<file path="src/sv/frl_pkg.sv">
package frl_pkg;

  localparam int unsigned MAX_LABELS = 64;
  localparam int unsigned LabelW     = $clog2(MAX_LABELS);
  localparam int unsigned CountW     = $clog2(MAX_LABELS + 1);

  typedef logic [LabelW-1:0] label_t;
  typedef logic [CountW-1:0] count_t;

  localparam count_t CountMax = count_t'(MAX_LABELS);

  // item held in the input stage, with its table entry already read
  typedef struct packed {
    logic   valid;
    label_t label;
    logic   last;
    label_t number;
  } stage_t;

  // table write issued when a label is numbered for the first time
  typedef struct packed {
    logic   en;
    label_t label;
    label_t number;
  } tbl_wr_t;

endpackage

</file>
<file path="src/sv/frl_front.sv">
module frl_front (
  input  logic            clk_i,
  input  logic            rst_ni,
  input  logic            in_valid_i,
  input  frl_pkg::label_t in_label_i,
  input  logic            in_last_i,
  output logic            in_ready_o,
  input  logic            advance_i,
  input  frl_pkg::tbl_wr_t wr_i,
  output frl_pkg::stage_t stage_o
);

  frl_pkg::label_t number_mem [frl_pkg::MAX_LABELS];

  logic            valid_q;
  frl_pkg::label_t label_q;
  logic            last_q;
  frl_pkg::label_t number_q;
  logic            load;

  assign in_ready_o = !valid_q || advance_i;
  assign load       = in_valid_i && in_ready_o;

  always_ff @(posedge clk_i or negedge rst_ni) begin
    if (!rst_ni) begin
      valid_q <= 1'b0;
    end else if (in_ready_o) begin
      valid_q <= in_valid_i;
    end
  end

  // read at transfer; take the number being written this edge if it is the same label
  always_ff @(posedge clk_i) begin
    if (wr_i.en) begin
      number_mem[wr_i.label] <= wr_i.number;
    end
    if (load) begin
      label_q  <= in_label_i;
      last_q   <= in_last_i;
      number_q <= (wr_i.en && (wr_i.label == in_label_i)) ? wr_i.number
                                                          : number_mem[in_label_i];
    end
  end

  assign stage_o = '{valid: valid_q, label: label_q, last: last_q, number: number_q};

endmodule

</file>
<file path="src/sv/frl_core.sv">
module frl_core (
  input  logic             clk_i,
  input  logic             rst_ni,
  input  frl_pkg::stage_t  stage_i,
  output logic             advance_o,
  output frl_pkg::tbl_wr_t wr_o,
  input  logic             cfg_valid_i,
  input  frl_pkg::count_t  cfg_data_i,
  input  logic             out_ready_i,
  output logic             out_valid_o,
  output frl_pkg::label_t  out_dense_o,
  output logic             out_first_o,
  output logic             out_all_found_o,
  output logic             out_oor_o,
  output logic             out_end_o
);

  logic [frl_pkg::MAX_LABELS-1:0] seen_q, seen_d;
  frl_pkg::count_t found_q, found_d;
  frl_pkg::count_t label_count_q;
  frl_pkg::count_t eff_count;
  logic            complete_q, complete_d;
  logic            in_range, first;
  frl_pkg::label_t dense;

  logic            out_valid_q;
  frl_pkg::label_t dense_q;
  logic            first_q, all_found_q, oor_q, end_q;

  assign advance_o = stage_i.valid && (!out_valid_q || out_ready_i);

  always_comb begin
    eff_count = (label_count_q > frl_pkg::CountMax) ? frl_pkg::CountMax : label_count_q;
    in_range  = {1'b0, stage_i.label} < label_count_q;
    first     = in_range && !seen_q[stage_i.label];
    found_d   = found_q + frl_pkg::count_t'(first);
    if (!in_range) begin
      dense = '0;
    end else if (first) begin
      dense = found_q[frl_pkg::LabelW-1:0];
    end else begin
      dense = stage_i.number;
    end
    complete_d = complete_q || (in_range && (found_d >= eff_count));
    seen_d     = seen_q;
    if (first) begin
      seen_d[stage_i.label] = 1'b1;
    end
  end

  assign wr_o = '{en: advance_o && first, label: stage_i.label,
                  number: found_q[frl_pkg::LabelW-1:0]};

  always_ff @(posedge clk_i or negedge rst_ni) begin
    if (!rst_ni) begin
      label_count_q <= frl_pkg::CountMax;
    end else if (cfg_valid_i) begin
      label_count_q <= cfg_data_i;
    end
  end

  // update the batch state per transferred item; clear it after the last item
  always_ff @(posedge clk_i or negedge rst_ni) begin
    if (!rst_ni) begin
      seen_q     <= '0;
      found_q    <= '0;
      complete_q <= 1'b0;
    end else if (advance_o) begin
      if (stage_i.last) begin
        seen_q     <= '0;
        found_q    <= '0;
        complete_q <= 1'b0;
      end else begin
        seen_q     <= seen_d;
        found_q    <= found_d;
        complete_q <= complete_d;
      end
    end
  end

  always_ff @(posedge clk_i or negedge rst_ni) begin
    if (!rst_ni) begin
      out_valid_q <= 1'b0;
    end else if (advance_o) begin
      out_valid_q <= 1'b1;
    end else if (out_ready_i) begin
      out_valid_q <= 1'b0;
    end
  end

  always_ff @(posedge clk_i) begin
    if (advance_o) begin
      dense_q     <= dense;
      first_q     <= first;
      all_found_q <= complete_d;
      oor_q       <= !in_range;
      end_q       <= stage_i.last;
    end
  end

  assign out_valid_o     = out_valid_q;
  assign out_dense_o     = dense_q;
  assign out_first_o     = first_q;
  assign out_all_found_o = all_found_q;
  assign out_oor_o       = oor_q;
  assign out_end_o       = end_q;

endmodule

</file>
<file path="src/sv/first_occurrence_relabel_top.sv">
// Dense relabeling of a batch of labels by order of first appearance.
// Input stream: one label per transfer in s_axis_tdata, s_axis_tlast marks the
// last label of a batch. Output stream: one result per input transfer, with the
// dense number in m_axis_tdata, flags first_seen / all_found / out_of_range in
// m_axis_tuser and the batch end echoed on m_axis_tlast.
// Configuration: cfg_data_i carries label_count; write it only while idle.
// From input transfer to result transfer the path is one input register, which
// also holds the number-table read, then the result register.
// Throughput is one label per cycle while the receiver accepts results; the seen
// flags are flops and the number table has one write and one read port per cycle,
// with the write forwarded to a read of the same label.
// When the receiver stalls, the result register holds and s_axis_tready drops
// only once the input register is also occupied.
// Reset clears the seen flags, found count and completion flag and sets
// label_count to 64; the number table needs no clearing since an entry is only
// read after its seen flag is set. All but label_count clear after each tlast.
module first_occurrence_relabel_top (
  input  logic       clk_i,
  input  logic       rst_ni,
  input  logic       s_axis_tvalid,
  output logic       s_axis_tready,
  input  logic [7:0] s_axis_tdata,  // [5:0] label, [7:6] zero
  input  logic       s_axis_tlast,  // batch_last
  output logic       m_axis_tvalid,
  input  logic       m_axis_tready,
  output logic [7:0] m_axis_tdata,  // [5:0] dense_number, [7:6] zero
  output logic [2:0] m_axis_tuser,  // [0] first_seen, [1] all_found, [2] out_of_range
  output logic       m_axis_tlast,  // batch_end
  input  logic       cfg_valid_i,
  output logic       cfg_ready_o,
  input  logic [6:0] cfg_data_i     // label_count
);

  frl_pkg::stage_t  stage;
  frl_pkg::tbl_wr_t wr;
  frl_pkg::label_t  dense;
  logic             advance;

  frl_front u_front (
    .clk_i      (clk_i),
    .rst_ni     (rst_ni),
    .in_valid_i (s_axis_tvalid),
    .in_label_i (s_axis_tdata[frl_pkg::LabelW-1:0]),
    .in_last_i  (s_axis_tlast),
    .in_ready_o (s_axis_tready),
    .advance_i  (advance),
    .wr_i       (wr),
    .stage_o    (stage)
  );

  frl_core u_core (
    .clk_i           (clk_i),
    .rst_ni          (rst_ni),
    .stage_i         (stage),
    .advance_o       (advance),
    .wr_o            (wr),
    .cfg_valid_i     (cfg_valid_i),
    .cfg_data_i      (cfg_data_i),
    .out_ready_i     (m_axis_tready),
    .out_valid_o     (m_axis_tvalid),
    .out_dense_o     (dense),
    .out_first_o     (m_axis_tuser[0]),
    .out_all_found_o (m_axis_tuser[1]),
    .out_oor_o       (m_axis_tuser[2]),
    .out_end_o       (m_axis_tlast)
  );

  assign cfg_ready_o  = 1'b1;
  assign m_axis_tdata = {2'b00, dense};

endmodule
</file>
<file path="config.mk">
export PLATFORM = sky130hd
export DESIGN_NAME = first_occurrence_relabel_top
export DESIGN_NICKNAME = d
export VERILOG_FILES = /design/src/sv/frl_pkg.sv /design/src/sv/frl_front.sv /design/src/sv/frl_core.sv /design/src/sv/first_occurrence_relabel_top.sv
export SDC_FILE = /design/constraint.sdc
export NUM_CORES = 1
export LEC_CHECK = 0
export BUFFER_PORTS_ARGS = -buffer_cell sky130_fd_sc_hd__buf_4
export CAP_MARGIN = 20
export CORE_AREA = 2 2 183 185
export CTS_CLUSTER_DIAMETER = 60
export CTS_CLUSTER_SIZE = 40
export DETAILED_ROUTE_END_ITERATION = 7
export DIE_AREA = 0 0 185 187
export PLACE_DENSITY = 0.83
export SYNTH_ARGS = -nofsm -noshare
export SYNTH_HDL_FRONTEND = slang
export SYNTH_SLANG_ARGS = --single-unit
</file>
<file path="constraint.sdc">
create_clock -name clk_i -period 8.4 [get_ports clk_i]
set_input_delay 0.42 -clock clk_i [delete_from_list [all_inputs] [get_ports clk_i]]
set_output_delay 0.42 -clock clk_i [all_outputs]
set_load 0.005 [all_outputs]
</file>
==> flow_metrics.tcl <==
set metrics [dict create \
    grt_pass1_wl_mm 66.4 \
    tritoncts_num_sinks 488 \
    path_max_fanout 63 \
    worstPathRequired_ns 8.76 \
    dieArea_um2 34600 \
    routed_wl_mm 43.5 \
    wl_per_cell_um 27.2 \
    vias 11100 \
    fp.dieW_um 185 \
    drtAntennaViolNets 0 \
    post_cts_buffers 0 \
    h-tree-depth 1 \
    synth.avg_cell_area_um2 17.9 \
    routabilityCongestion 0.824 \
    nets 1163 \
    finalCriticalPeriod_ns 5.84 \
    grt_use_total_pct 25.5 \
    yosys_register_bits 488 \
    cts_tree "done" \
    grt_overflow 0 \
    io_buffers 30 \
    power_leakage_nw 7.41 \
    period_share_pct 69.6 \
    multi_input_area_um2 5530 \
    grt_antenna_before_repair 0 \
    clkLatencyLatePin_ns 0.60 \
    hold_buffers 1 \
    crit_buf_inv 2 \
    mostFrequentLayoutCell "edfxtp_1" \
    grt_max_degree 82 \
    status "finished clean" \
    rows 67 \
    drc 0 \
    cp-start-kind "register" \
    setup_viol 0 \
    area_growth_pct 8.92 \
    fin_skew_ns 0.0470 \
    die_h_um 187 \
    cpMostUsedCell "ha_1" \
    cp_slowest_stage_delay_ns 1.03 \
    fin_util_pct 67.2 \
    synth-edff-count 407 \
    dp_hpwl_mm 25.8 \
    crit_family "buffers and inverters" \
    cts-root-to-sink-buffers 3 \
    rsz0062_at_grt "no" \
    vdd_ir_drop_max_uv 159 \
    finalHoldViolCount 0 \
    final_area_um2 22100 \
    n_fill_cell 2054 \
    hp-class "in -> reg" \
    yosys_warnings 0 \
    place_inst 1532 \
    root_buffer "clkbuf_16" \
    yosysSeqAreaShare_pct 70.3 \
    start_util_pct 61.7 \
    synthArstFlopShare_pct 16.6 \
    clkSlewWorstSetupHoldPaths_ns 0.10 \
    core_um2 32900 \
    antennaDiodeCount 0 \
    dr.pass1.iters 5 \
    grt_pass1_vias 11100 \
    io_pins 36 \
    ys_types 63 \
    cpMaxStageDelayCell "edfxtp_1" \
    cellPowerDensity_nw_per_um2 223 \
    crit_type "reg -> reg" \
    final_cells 1599 \
    synthFlopType "edfxtp_1" \
    drive_gt1_share_pct 22.8 \
    post_dp_cell_area_um2 20700 \
    drtIter0Drc 1552 \
    final_cell_mix "407 x edfxtp_1, 102 x mux4_2, 74 x dfrtp_1" \
    netlist_area_um2 20300 \
    relSlewSlack_pct 28.2 \
    tightest_slew_ns 1.07 \
    cap_violations 0 \
    cp-end-kind "register" \
    ctsResizeCount 0 \
    fmax_ghz 0.171 \
    arrival_ns 6.20 \
    slew_violations 0 \
    fin_setup_tns_ns 0 \
    via_per_inst 6.96 \
    cts_buffers 29 \
    path_cells "inv_1 > a221oi_1 > o221ai_1 > a311oi_2 > nand3_4 > inv_2 > ha_1 > ha_1 > nand3_1 > nor3_1 > xor2_1 > ha_1 > a21oi_1 > o31a_1 > o21bai_1" \
    seqCellArea_um2 14300 \
    syn_inst 1131 \
]
-- synthesized netlist by cell type (9+ instances only) --
master	n	share of area [%]
nand2_1	66	1.2
mux4_2	102	11
a32o_1	61	3.0
buf_1	9	0.17
ha_1	14	0.86
edfxtp_1	407	60
dfrtp_1	80	9.9
nand3_1	11	0.27
nor4_2	22	1.4
mux2_2	9	0.50
nor2_1	20	0.37
a221oi_1	16	0.69
a22o_1	13	0.56
a22oi_1	33	1.2
mux2i_1	12	0.59
buf_4	9	0.33
o21ai_0	12	0.30
nor3_1	49	1.2
inv_1	18	0.33
buf_2	23	0.57
clkbuf_1	42	0.78
-- registers in the layout, summed over array words and instances (netlist names), 6 cells and up --
signal                count
u_front.number_mem      384
u_core.label_count_q      7
u_front.number_q          6
u_core.seen_q            64
u_core.out_dense_o        6
u_core.found_q            7
u_front.label_q           6
-- cells by family (layout without fill, tap and decap cells) --
group,Yosys count,after routing,share of synthesized area (%)
mux,127,127,12.6
buf+inv,109,128,2.55
xor+xnor,11,11,0.475
compound gates,172,172,7.40
fa+ha+maj,14,14,0.864
simple gates,208,208,5.74
flops,488,488,70.3
other cells,2,3,0.0370
-- final timing paths --
kind	start	to	slack [ns]	depth (start not counted)
setup / recovery	u_front.label_q[0]$_DFFE_PP_	u_core.out_all_found_o$_DFFE_PP_	2.56	15
hold / removal	s_axis_tvalid	u_front.valid_q$_DFFE_PN0N_	0.01	2
setup reg to reg	u_front.label_q[0]$_DFFE_PP_	u_core.out_all_found_o$_DFFE_PP_	2.56	15
hold reg to reg	u_core.complete_q$_DFFE_PN0P_	u_core.complete_q$_DFFE_PN0P_	0.48	2
max in group asynchronous	rst_ni	u_core.seen_q[37]$_DFFE_PN0P_	7.56	3
min in group asynchronous	rst_ni	u_core.complete_q$_DFFE_PN0P_	0.22	2
-- cell type report --
cell class	count	share of cell area, %
Clock inverter	24	1.80
Sequential cell	488	64.6
Inverter	20	0.340
Tap cell	448	2.54
Timing Repair Buffer	54	2.33
Multi-Input combinational cell	535	25.0
Clock buffer	30	3.40
-- power by group --
group	switching, mW	internal (mW)
clock	0.958	0.757
sequential	0.0332	2.72
combinational	0.309	0.152
total	1.30	3.62
-- through the flow --
step                      total power [mW]  setup slack [ns]  hold slack, ns
final                                 4.92              2.56          0.0137
after CTS                             4.91              2.63         0.00704
after floorplan                       3.10              4.66           0.124
after global routing                  5.07              2.17          0.0135
after global placement                3.22              2.76           0.461
after detailed placement              3.24              2.70           0.467
-- layer usage --
| metal | up-vias | part of all wire, % | track usage, % |
|---|---|---|---|
| li1 | 4641 | - | - |
| met1 | 5706 | 38 | 37.9 |
| met2 | 666 | 49 | 40.4 |
| met3 | 110 | 9.4 | 3.76 |
| met4 | 0 | 2.9 | 7.11 |
| met5 | - | 0 | 0 |
No activity file was read; power rests on OpenSTA's default activity.
